===== src/hw/rtl/sgdm_pkg.sv =====
// Shared types, constants and fixed-point helpers for the SGD momentum update block.
// No dependencies; every other file in hw/rtl imports this package.
package sgdm_pkg;

    // Field widths
    localparam int IDX_W  = 10;
    localparam int VAL_W  = 32;
    localparam int COEF_W = 18;
    localparam int CNT_W  = 32;
    // Signed product of a zero-extended coefficient and a value
    localparam int PROD_W = COEF_W + 1 + VAL_W;

    // Decoupling queue between front and back
    localparam int Q_DEPTH = 4;
    localparam int QP_W    = 2;

    // Configuration register indexes
    localparam int CFG_IDX_W = 2;
    localparam logic [CFG_IDX_W-1:0] CFG_STEP_SIZE = 2'd0;
    localparam logic [CFG_IDX_W-1:0] CFG_MOMENTUM  = 2'd1;
    localparam logic [CFG_IDX_W-1:0] CFG_L2_DECAY  = 2'd2;
    localparam logic [CFG_IDX_W-1:0] CFG_NESTEROV  = 2'd3;

    localparam logic [COEF_W-1:0] STEP_SIZE_RESET = 18'd655;

    // Commands
    localparam logic CMD_UPDATE = 1'b0;
    localparam logic CMD_CLEAR  = 1'b1;

    localparam logic signed [VAL_W-1:0] VAL_MAX = {1'b0, {(VAL_W-1){1'b1}}};
    localparam logic signed [VAL_W-1:0] VAL_MIN = {1'b1, {(VAL_W-1){1'b0}}};

    typedef struct packed {
        logic                     command;
        logic [IDX_W-1:0]         element_index;
        logic signed [VAL_W-1:0]  param_value;
        logic signed [VAL_W-1:0]  gradient;
        logic                     last_in_step;
    } t_in_item;

    typedef struct packed {
        logic [IDX_W-1:0]         result_index;
        logic signed [VAL_W-1:0]  updated_param;
        logic [CNT_W-1:0]         steps_done;
    } t_out_item;

    typedef struct packed {
        logic [COEF_W-1:0] step_size;
        logic [COEF_W-1:0] momentum;
        logic [COEF_W-1:0] l2_decay;
        logic              nesterov_mode;
    } t_cfg;

    // Classified work item handed from front to back
    typedef struct packed {
        logic                     clr;
        logic [IDX_W-1:0]         idx;
        logic                     inr;
        logic                     last;
        logic signed [VAL_W-1:0]  param;
        logic signed [VAL_W-1:0]  gd;
    } t_task;

    // Shift a product right by frac bits, rounding half up, and clamp to VAL_W bits
    function automatic logic signed [VAL_W-1:0] round_sat(
        input logic signed [PROD_W-1:0] p,
        input int                       frac
    );
        logic signed [PROD_W-1:0] half;
        logic signed [PROD_W-1:0] sh;
        logic signed [VAL_W-1:0]  res;
        half = PROD_W'(1) << (frac - 1);
        sh   = (p + half) >>> frac;
        if (sh[PROD_W-1:VAL_W-1] == '0 || sh[PROD_W-1:VAL_W-1] == '1) begin
            res = sh[VAL_W-1:0];
        end else if (sh[PROD_W-1]) begin
            res = VAL_MIN;
        end else begin
            res = VAL_MAX;
        end
        return res;
    endfunction

    function automatic logic signed [VAL_W-1:0] sat_add(
        input logic signed [VAL_W-1:0] a,
        input logic signed [VAL_W-1:0] b
    );
        logic [VAL_W:0]          s;
        logic signed [VAL_W-1:0] res;
        s = {a[VAL_W-1], a} + {b[VAL_W-1], b};
        if (s[VAL_W] != s[VAL_W-1]) begin
            res = s[VAL_W] ? VAL_MIN : VAL_MAX;
        end else begin
            res = s[VAL_W-1:0];
        end
        return res;
    endfunction

    function automatic logic signed [VAL_W-1:0] sat_sub(
        input logic signed [VAL_W-1:0] a,
        input logic signed [VAL_W-1:0] b
    );
        logic [VAL_W:0]          s;
        logic signed [VAL_W-1:0] res;
        s = {a[VAL_W-1], a} - {b[VAL_W-1], b};
        if (s[VAL_W] != s[VAL_W-1]) begin
            res = s[VAL_W] ? VAL_MIN : VAL_MAX;
        end else begin
            res = s[VAL_W-1:0];
        end
        return res;
    endfunction

endpackage


===== src/hw/rtl/sgdm_queue.sv =====
// Short FIFO of classified work items between front and back.
// Depends on sgdm_pkg.
module sgdm_queue (
    input  logic            i_clk,
    input  logic            i_rst_n,
    input  logic            i_push,
    input  sgdm_pkg::t_task i_push_data,
    output logic            o_full,
    input  logic            i_pop,
    output logic            o_valid,
    output sgdm_pkg::t_task o_head
);
    import sgdm_pkg::*;

    t_task           r_slot [Q_DEPTH];
    logic [QP_W-1:0] r_wr_ptr;
    logic [QP_W-1:0] r_rd_ptr;
    logic [QP_W:0]   r_cnt;

    assign o_full  = (r_cnt == (QP_W+1)'(Q_DEPTH));
    assign o_valid = (r_cnt != '0);
    assign o_head  = r_slot[r_rd_ptr];

    // Advance pointers and occupancy
    always_ff @(posedge i_clk) begin
        if (!i_rst_n) begin
            r_wr_ptr <= '0;
            r_rd_ptr <= '0;
            r_cnt    <= '0;
        end else begin
            if (i_push) begin
                r_wr_ptr <= r_wr_ptr + QP_W'(1);
            end
            if (i_pop) begin
                r_rd_ptr <= r_rd_ptr + QP_W'(1);
            end
            if (i_push && !i_pop) begin
                r_cnt <= r_cnt + (QP_W+1)'(1);
            end else if (!i_push && i_pop) begin
                r_cnt <= r_cnt - (QP_W+1)'(1);
            end
        end
    end

    always_ff @(posedge i_clk) begin
        if (i_push) begin
            r_slot[r_wr_ptr] <= i_push_data;
        end
    end

endmodule


===== config.mk =====
export PLATFORM = sky130hd
export DESIGN_NAME = sgdm_queue
export DESIGN_NICKNAME = d
export VERILOG_FILES = /design/src/hw/rtl/sgdm_pkg.sv /design/src/hw/rtl/sgdm_queue.sv
export SDC_FILE = /design/constraint.sdc
export NUM_CORES = 1
export LEC_CHECK = 0
export BUFFER_PORTS_ARGS = -buffer_cell sky130_fd_sc_hd__buf_2
export CAP_MARGIN = 25
export CORE_ASPECT_RATIO = 1.1
export CORE_MARGIN = 2
export CORE_UTILIZATION = 57
export DETAILED_ROUTE_END_ITERATION = 7
export GPL_TIMING_DRIVEN = 1
export PLACE_DENSITY = 0.79
export SYNTH_ARGS = -nofsm -noshare
export SYNTH_HDL_FRONTEND = slang
export SYNTH_SLANG_ARGS = --single-unit
export TNS_END_PERCENT = 10

===== constraint.sdc =====
create_clock -name i_clk -period 3.3 [get_ports i_clk]
set_input_delay 0.66 -clock i_clk [delete_from_list [all_inputs] [get_ports i_clk]]
set_output_delay 0.66 -clock i_clk [all_outputs]
set_load 0.02 [all_outputs]

==> results.cfg <==
[sta]
worst_pin_slew_ns = 0.628
tns_ns = 0
drv_slew = 0
fmax_mhz = 348
period_share_pct = 87.0
rsz0062_at_grt = no
setup_viol = 0
fin_skew_ns = 0.0118
slew_headroom_pct = 58.1
holdWs_ns = 0.346
min_period_ns = 2.87
hold_viol = 0

[cells_and_area]
diodes = 0
nets = 715
drive_above_1_share_pct = 45.4
final_cells = 900
syn_to_final_growth_pct = 17.7

[pwr]
switching_share_pct = 21.8
p_leak_nw = 4.62
power.density_nw_per_um2 = 650
total_power_w = 0.00887
p_int_w = 0.00693
pwr-share-seq_pct = 52.9
peakVddDrop_mv = 0.499
p_sw_w = 0.00194
clkPwrFrac_pct = 36.4
p_comb_share_pct = 10.7

[grt]
antenna_found_initial = 2
grt_max_degree = 63
grt_util_met2_pct = 33.2
grtUsageMet1_pct = 24.6
grt_usage_pct = 18.8
grt_pass1_wl_mm = 31.1
grt_overflow = 0
grt_pass1_vias = 5576
busiest_layer = met2
met3_usage_pct = 4.20

[yosys]
syn_area_um2 = 11600
syn_inst = 446
ys_ff_latch = 317
avgSynthCellArea_um2 = 26.0
yosys-top-cells-count = 308 x edfxtp_1, 77 x mux4_2, 9 x and2_1, 9 x dfxtp_1
synth_seq_area_share_pct = 81.3
synth_nets = 533
synth_most_common_cell = edfxtp_1
synthTopCellsByArea = edfxtp_1 80%, mux4_2 15%, dfxtp_1 1.6%
synth_edf_count = 308
synth_ff_type = edfxtp_1
synth_async_sr_flop_share_pct = 0
synth.top_cell.area_share_pct = 79.8
synth.distinct_cells = 21
synth-warning-count = 0
synth_top_area_cell = edfxtp_1

[clock_tree]
ctsHoldBuffers = 0
cts_tree = done
cts_buffers = 29
clkTransAtPathRegs_ns = 0.06
h-tree-depth = 1
ctsResizeCount = 0
clk_path_buf_depth = 3
clkLatencyLatePin_ns = 0.53
clkSinkCount = 317
post_cts_buffers = 0
cts_root_buf = clkbuf_16

[setup_path]
start_kind = register
cp-end-kind = output pin
worst-setup-path-type = register to output pin
arrival_ns = 2.21
cp_max_fo = 32
worstPathRequired_ns = 2.64

[route]
drtAntennaViolNets = 0
drtIter0Drc = 334
viasPerCell = 5.67
route.detailed.drc = 0
post_drt_wl_per_cell_um = 22.4
vias = 5100
drtPass1Iterations = 4
routed_wl_mm = 20.2

[floorplan]
start_util_pct = 58.4
row_count = 54
die_y_um = 154
die_x_um = 140
dieArea_um2 = 21500
pin_count = 160
core-area_um2 = 19900

[flow_run]
maxCapViolCount = 0

[run_status]
outcome = finished clean

[hold_path]
min_path_type = input pin to register

[placed_design]
hpwl_mm = 12.3
place_inst = 849
io_buffers = 159
place.gp.congestion = 0.703
==> path summary, 6_finish.rpt <==
| check | from | endpoint | slack (ns) | depth (start not counted) |
|---|---|---|---|---|
| worst max-delay path | register | o_head[71] | 0.43 | 3 |
| worst min-delay path | i_push_data[6] | r_slot[1][6] | 0.35 | 1 |
| worst max register to register | r_wr_ptr[1] | r_slot[1][59] | 1.46 | 4 |
| worst min register to register | r_cnt[2] | r_cnt[2] | 0.52 | 2 |
==> state kept, by name (all words and copies together), names as in the netlist, named ones only <==
signal and count:
r_slot 308, r_cnt 3, r_rd_ptr 2, r_wr_ptr 2
==> kinds of logic after synthesis <==
logic type | count (synthesis) | synth area share, %
AND/OR/NAND/NOR | 15 | 0.799
flip-flops | 317 | 81.3
XOR/XNOR | 5 | 0.378
AO/OA/AOI/OAI | 2 | 0.108
buffers and inverters | 22 | 1.52
multiplexers | 79 | 15.1
adder cells (fa/ha/maj) | 6 | 0.712
==> cell usage in the layout, fill, tap and decap left out <==
master,netlist,layout
nor2b_1,2,2
nor3b_1,1,1
clkinv_2,0,7
or3_1,2,2
edfxtp_1,308,308
clkbuf_16,0,29
dfxtp_1,9,7
and2_1,9,5
clkinv_1,0,4
buf_12,4,6
bufinv_16,0,4
and2_4,0,4
a21boi_0,1,1
dfxtp_4,0,2
mux4_2,77,77
o21ai_0,1,1
xor2_1,3,3
clkinvlp_4,0,2
fa_1,1,1
nand2_1,1,1
ha_1,5,5
inv_1,4,4
buf_4,4,4
mux2i_1,2,2
clkbuf_1,4,5
buf_2,5,159
xnor2_1,2,2
==> final cells by class <==
class / count / area (um2)
Tap cell: 252 / 315
Timing Repair Buffer: 169 / 946
Sequential cell: 317 / 9440
Inverter: 4 / 15.0
Clock buffer: 34 / 744
Multi-Input combinational cell: 107 / 2000
Fill cell: 1242 / 6230
Clock inverter: 17 / 185
==> power by group through the flow <==
stage	clock (W)	combinational, W	sequential (W)
2_1_floorplan	0	0.000650	0.00475
3_3_place_gp	0	0.000943	0.00476
3_5_place_dp	0	0.000963	0.00478
4_1_cts	0.00330	0.000969	0.00469
5_1_grt	0.00345	0.00102	0.00471
6_report	0.00323	0.000949	0.00469
==> through the flow <==
stage / setup WS (ns) / instance area [um2] / utilization [%]
after floorplan: 0.400 / 11600 / -
after global placement: 0.952 / 12700 / 64.0
after detailed placement: 0.926 / 12700 / 64.0
after CTS: 0.352 / 13600 / 68.7
after global routing: 0.284 / 13600 / 68.7
final: 0.428 / 13600 / 68.7
==> metal layers <==
metal  up-vias  part of all wire [%]
met5         -                  0.10
met4         4                   1.4
met3        31                   6.4
met2       148                    53
met1      2650                    39
li1       2267                     -
==> worst max-delay path: stages (launching register included) <==
cell,delay [ns]
dfxtp_4,0.58
buf_12,0.33
mux4_2,0.57
buf_2,0.18
(Power assumes the default switching activity.)
