## src/hw/rtl/sgdm_pkg.sv

```systemverilog
// Shared types, constants and fixed-point helpers for the SGD momentum update block.
// No dependencies; every other file in hw/rtl imports this package.
package sgdm_pkg;

    // Field widths
    localparam int IDX_W  = 10;
    localparam int VAL_W  = 32;
    localparam int COEF_W = 18;
    localparam int CNT_W  = 32;
    // Signed product of a zero-extended coefficient and a value
    localparam int PROD_W = COEF_W + 1 + VAL_W;

    // Decoupling queue between front and back
    localparam int Q_DEPTH = 4;
    localparam int QP_W    = 2;

    // Configuration register indexes
    localparam int CFG_IDX_W = 2;
    localparam logic [CFG_IDX_W-1:0] CFG_STEP_SIZE = 2'd0;
    localparam logic [CFG_IDX_W-1:0] CFG_MOMENTUM  = 2'd1;
    localparam logic [CFG_IDX_W-1:0] CFG_L2_DECAY  = 2'd2;
    localparam logic [CFG_IDX_W-1:0] CFG_NESTEROV  = 2'd3;

    localparam logic [COEF_W-1:0] STEP_SIZE_RESET = 18'd655;

    // Commands
    localparam logic CMD_UPDATE = 1'b0;
    localparam logic CMD_CLEAR  = 1'b1;

    localparam logic signed [VAL_W-1:0] VAL_MAX = {1'b0, {(VAL_W-1){1'b1}}};
    localparam logic signed [VAL_W-1:0] VAL_MIN = {1'b1, {(VAL_W-1){1'b0}}};

    typedef struct packed {
        logic                     command;
        logic [IDX_W-1:0]         element_index;
        logic signed [VAL_W-1:0]  param_value;
        logic signed [VAL_W-1:0]  gradient;
        logic                     last_in_step;
    } t_in_item;

    typedef struct packed {
        logic [IDX_W-1:0]         result_index;
        logic signed [VAL_W-1:0]  updated_param;
        logic [CNT_W-1:0]         steps_done;
    } t_out_item;

    typedef struct packed {
        logic [COEF_W-1:0] step_size;
        logic [COEF_W-1:0] momentum;
        logic [COEF_W-1:0] l2_decay;
        logic              nesterov_mode;
    } t_cfg;

    // Classified work item handed from front to back
    typedef struct packed {
        logic                     clr;
        logic [IDX_W-1:0]         idx;
        logic                     inr;
        logic                     last;
        logic signed [VAL_W-1:0]  param;
        logic signed [VAL_W-1:0]  gd;
    } t_task;

    // Shift a product right by frac bits, rounding half up, and clamp to VAL_W bits
    function automatic logic signed [VAL_W-1:0] round_sat(
        input logic signed [PROD_W-1:0] p,
        input int                       frac
    );
        logic signed [PROD_W-1:0] half;
        logic signed [PROD_W-1:0] sh;
        logic signed [VAL_W-1:0]  res;
        half = PROD_W'(1) << (frac - 1);
        sh   = (p + half) >>> frac;
        if (sh[PROD_W-1:VAL_W-1] == '0 || sh[PROD_W-1:VAL_W-1] == '1) begin
            res = sh[VAL_W-1:0];
        end else if (sh[PROD_W-1]) begin
            res = VAL_MIN;
        end else begin
            res = VAL_MAX;
        end
        return res;
    endfunction

    function automatic logic signed [VAL_W-1:0] sat_add(
        input logic signed [VAL_W-1:0] a,
        input logic signed [VAL_W-1:0] b
    );
        logic [VAL_W:0]          s;
        logic signed [VAL_W-1:0] res;
        s = {a[VAL_W-1], a} + {b[VAL_W-1], b};
        if (s[VAL_W] != s[VAL_W-1]) begin
            res = s[VAL_W] ? VAL_MIN : VAL_MAX;
        end else begin
            res = s[VAL_W-1:0];
        end
        return res;
    endfunction

    function automatic logic signed [VAL_W-1:0] sat_sub(
        input logic signed [VAL_W-1:0] a,
        input logic signed [VAL_W-1:0] b
    );
        logic [VAL_W:0]          s;
        logic signed [VAL_W-1:0] res;
        s = {a[VAL_W-1], a} - {b[VAL_W-1], b};
        if (s[VAL_W] != s[VAL_W-1]) begin
            res = s[VAL_W] ? VAL_MIN : VAL_MAX;
        end else begin
            res = s[VAL_W-1:0];
        end
        return res;
    endfunction

endpackage

```

## src/hw/rtl/sgdm_front.sv

```systemverilog
// Front end: accepts input beats, classifies them and applies weight decay.
// Depends on sgdm_pkg; feeds sgdm_queue.
module sgdm_front #(
    parameter int NUM_ELEMENTS = 1024,
    parameter int FRAC_BITS    = 16
) (
    input  logic              i_clk,
    input  logic              i_rst_n,
    input  sgdm_pkg::t_cfg    i_cfg,
    input  logic              i_in_valid,
    output logic              o_in_ready,
    input  sgdm_pkg::t_in_item i_in_data,
    input  logic              i_sweep_busy,
    input  logic              i_q_full,
    output logic              o_q_push,
    output sgdm_pkg::t_task   o_q_data
);
    import sgdm_pkg::*;

    logic                     r_s1_vld;
    t_in_item                 r_s1;
    logic signed [PROD_W-1:0] r_s1_prod;
    logic                     accept;
    logic signed [PROD_W-1:0] wd_prod;
    logic signed [VAL_W-1:0]  gd;

    // Stall while a full queue holds the front register and while the velocity store is being cleared
    assign o_in_ready = (!r_s1_vld || !i_q_full) && !i_sweep_busy;
    assign accept     = i_in_valid && o_in_ready;
    assign o_q_push   = r_s1_vld && !i_q_full;

    assign wd_prod = $signed({1'b0, i_cfg.l2_decay}) * i_in_data.param_value;

    // Add the decay term to the gradient when decay is enabled
    always_comb begin
        if (i_cfg.l2_decay != '0) begin
            gd = sat_add(r_s1.gradient, round_sat(r_s1_prod, FRAC_BITS));
        end else begin
            gd = r_s1.gradient;
        end
        o_q_data.clr   = (r_s1.command == CMD_CLEAR);
        o_q_data.idx   = r_s1.element_index;
        o_q_data.inr   = (32'(r_s1.element_index) < NUM_ELEMENTS);
        o_q_data.last  = r_s1.last_in_step;
        o_q_data.param = r_s1.param_value;
        o_q_data.gd    = gd;
    end

    always_ff @(posedge i_clk) begin
        if (!i_rst_n) begin
            r_s1_vld <= 1'b0;
        end else if (accept) begin
            r_s1_vld <= 1'b1;
        end else if (o_q_push) begin
            r_s1_vld <= 1'b0;
        end
    end

    // Capture the beat and its decay product
    always_ff @(posedge i_clk) begin
        if (accept) begin
            r_s1      <= i_in_data;
            r_s1_prod <= wd_prod;
        end
    end

endmodule

```

## config.mk

```make
export PLATFORM = sky130hd
export DESIGN_NAME = sgdm_front
export DESIGN_NICKNAME = d
export VERILOG_FILES = /design/src/hw/rtl/sgdm_pkg.sv /design/src/hw/rtl/sgdm_front.sv
export SDC_FILE = /design/constraint.sdc
export NUM_CORES = 2
export LEC_CHECK = 0
export BUFFER_PORTS_ARGS = -buffer_cell sky130_fd_sc_hd__buf_2
export CELL_PAD_IN_SITES_DETAIL_PLACEMENT = 1
export CELL_PAD_IN_SITES_GLOBAL_PLACEMENT = 1
export CORE_MARGIN = 5
export CORE_UTILIZATION = 45
export DETAILED_ROUTE_END_ITERATION = 10
export GPL_ROUTABILITY_DRIVEN = 0
export MAX_ROUTING_LAYER = met4
export PLACE_DENSITY = 0.8
export SLEW_MARGIN = 30
export SYNTH_ARGS = -nofsm -noshare
export SYNTH_HDL_FRONTEND = slang
export SYNTH_SLANG_ARGS = --single-unit
```

## constraint.sdc

```tcl
create_clock -name i_clk -period 10.1 [get_ports i_clk]
set_input_delay 0.505 -clock i_clk [delete_from_list [all_inputs] [get_ports i_clk]]
set_output_delay 0.505 -clock i_clk [all_outputs]
set_load 0.01 [all_outputs]
```

==> flow_summary.toml <==
[route]
vias = 19328
route.detailed.drc = 0
wl_met1_um = 30920
routed_wl_um = 78050
wl_met2_um = 38840
dr.pass1.iters = 5
via_per_inst = 5.335
wl_met3_um = 5570
wire_per_inst_um = 21.54
highest_layer = "met4"
postRouteAntennaNets = 0
drt_iter0_markers = 1098

[timing]
final.setup_skew_ns = 0.02552
min_period_ns = 7.020
finalHoldViolCount = 0
tns_ns = 0
fmax_ghz = 0.1425
worstMarginPinSlew_ns = 0.9845
slew_violations = 0
rsz0062_at_grt = "false"
fin_crit_sh_pct = 69.50
relSlewSlack_pct = 34.36
setup_viol_count_final = 0

[floorplanning]
start_util_pct = 45.17
core_sq_um = 58690
die_w_um = 252.7
rows = 89
dieHeight_um = 252.7
die-area_sq_um = 63860
num_io_pins = 215

[logic_synthesis]
synth_flop_cell = "edfxtp_1"
synthArstFlopShare_pct = 0
syn_area_sq_um = 26510
synth_seq_cells = 113
synth_top_area_share_pct = 42.07
syn-num-nets = 3638
ys_seq_area_share_pct = 12.76
netlist_top_cells_area = "fa_1 42%, edfxtp_1 13%, inv_1 9.4%"
synth_cells = 2789
ys_types = 67
synth_edf_count = 112
syn_area_per_cell_sq_um = 9.504
yosysWarningCount = 0
synth_top_area_cell = "fa_1"

[global_routing]
grt_max_degree = 63
grt_overflow_total = 0
first_global_vias = 22999
grtUsageTotal_pct = 25.99
antenna_found_initial = 2
grt_pass1_wl_um = 125000

[final_layout]
finalNonFillerCells = 3623
area_growth_pct = 6.556
nets = 3684
fin_util_pct = 48.13
drive_gt1_share_pct = 8.813

[clocking]
post-cts-setup-buffer-count = 0
clock_path_buffers = 2
postCtsResizedCells = 0
htreeDepth = 4
root_buffer = "clkbuf_16"
worst_skew_pair.late_latency_ns = 0.50
numCtsBuffers = 17
clk_pin_slew_ns = 0.09
cts_hold_buf = 0
clock-sinks = 113
cts_tree = "built"

[run]
cap_violations = 0

[setup_path]
critPathSlowestCell = "o21ai_4"
worstPathRequired_ns = 9.60
cp_slowest_stage_delay_ns = 0.57
critPathLaunchType = "flop"
worst_setup_path_end_kind = "primary output"
arrival_ns = 6.51
cp_max_fo = 31
crit_chain = "and4_1 -> nand4_1 -> nor4_1 -> and2_1 -> nand4_1 -> xor2_1 -> nand2_1 -> o21ai_4 -> a21oi_1 -> ha_1 -> fa_1 -> a211oi_1 -> o21ai_1 -> nand4_1 -> nand3_2 -> o21ai_2 -> o21ai_2 -> a41oi_2 -> mux2i_4 -> buf_8 -> a21oi_1 -> a21oi_1 -> buf_2"
crit_type = "flop to primary output"

[worst_hold_path]
hold_class = "primary input to flop"

[placed_design]
dp.cells = 3588
port_buffers = 176
dp.final_hpwl_um = 58720

[outcome]
status = "finished clean"
synthesized netlist by cell type, drive strengths merged, types with 3 or more instances:
cell	number
xor2	42
inv	667
and2	386
a31oi	8
ha	156
clkbuf	94
and4	6
nand2b	6
nand2	232
a21o	25
nor4	4
o21ai	34
o21a	7
nor2	62
nand4	15
o22ai	3
and3	12
o21bai	7
xnor2	58
a31o	3
o211ai	3
nor3	7
nand3	25
buf	60
fa	557
a21oi	147
a211oi	8
nor2b	10
edfxtp	112
a41oi	4
a211o	4
metrics by stage:
stage | setup slack [ns] | area, sq um | hold WS (ns)
floorplan | 3.716 | 26510 | 0.4931
global placement | 2.719 | 27610 | 0.5141
detailed placement | 2.614 | 27630 | 0.5440
CTS | 2.897 | 28230 | 0.1674
global route | 2.490 | 28250 | 0.1738
finish | 3.080 | 28250 | 0.2013
layout by cell type, fill, tap and decap left out, drive strengths merged, types with 3 or more instances in the layout:
cell / synthesis / layout
nand4: 15 / 15
o22ai: 3 / 3
and3: 12 / 12
and4: 6 / 6
xnor2: 58 / 58
nor3: 7 / 7
nand3: 25 / 25
o21a: 7 / 7
a211o: 4 / 4
o21bai: 7 / 7
nand2b: 6 / 6
nor4: 4 / 4
edfxtp: 112 / 112
a31oi: 8 / 8
fa: 557 / 557
o211ai: 3 / 3
nor2: 62 / 62
clkbuf: 94 / 18
ha: 156 / 156
a31o: 3 / 3
buf: 60 / 181
a21oi: 147 / 147
clkinv: 0 / 7
inv: 667 / 668
a21o: 25 / 25
a41oi: 4 / 4
clkinvlp: 0 / 3
nor2b: 10 / 10
nand2: 232 / 232
bufinv: 0 / 3
xor2: 42 / 42
and2: 386 / 386
o21ai: 34 / 34
a211oi: 8 / 8
registers in the layout, indices dropped and copies added, names as in the netlist:
register	cells
r_s1_prod	36
r_s1_vld	1
o_q_data	44
r_s1	32
path summary, 6_finish.rpt:
path                      startpoint                      end  slack (ns)  depth (start not counted)
max reg2reg    r_s1_vld$_SDFFE_PN0P_  r_s1_prod[47]$_DFFE_PP_        7.71                          3
min                    i_in_data[29]       r_s1[29]$_DFFE_PP_        0.20                          1
min reg2reg    r_s1_vld$_SDFFE_PN0P_    r_s1_vld$_SDFFE_PN0P_        0.55                          2
max          r_s1_prod[31]$_DFFE_PP_             o_q_data[15]        3.08                         23
kinds of logic (layout without fill, tap and decap cells):
| kind of cell | Yosys count | after routing | synth area share, % |
|---|---|---|---|
| xor gates and xnor gates | 100 | 100 | 3.304 |
| and+or+nand+nor | 770 | 770 | 15.35 |
| other | 1 | 3 | 0.01415 |
| muxes | 1 | 1 | 0.03776 |
| adders and majority gates | 713 | 713 | 49.43 |
| buffers and inverters | 821 | 880 | 12.44 |
| DFF | 113 | 113 | 12.76 |
| AOI/OAI and AO/OA | 270 | 270 | 6.665 |
metal layers:
metal,vias up,global-route usage (%)
li1,8384,-
met1,10019,30.87
met2,724,44.17
met3,201,5.433
met4,0,9.101
met5,-,-
worst max-delay path: cells and delay by family (launching register included):
family                   cells  cell delay, ns
multiplexers                 1            0.21
AO/OA/AOI/OAI                9            2.35
buffers and inverters        2            0.40
AND/OR/NAND/NOR              8            1.73
flip-flops                   1            0.42
adder cells (fa/ha/maj)      2            0.70
XOR/XNOR                     1            0.20
cell type report:
| class | count | area [sq um] |
|---|---|---|
| clock inverters | 14 | 165.2 |
| repair buffers | 181 | 933.4 |
| inverters | 667 | 2504 |
| flip-flops and latches | 113 | 3383 |
| multi-input cells | 1855 | 19860 |
| clock buffers | 18 | 429.2 |
| well taps | 773 | 967.2 |
| fillers | 6731 | 30440 |
| diodes | 2 | 5.005 |
Power is left out: the tool's default activity adds up to more than one toggle a clock period on the data nets, which glitch-free logic cannot reach.
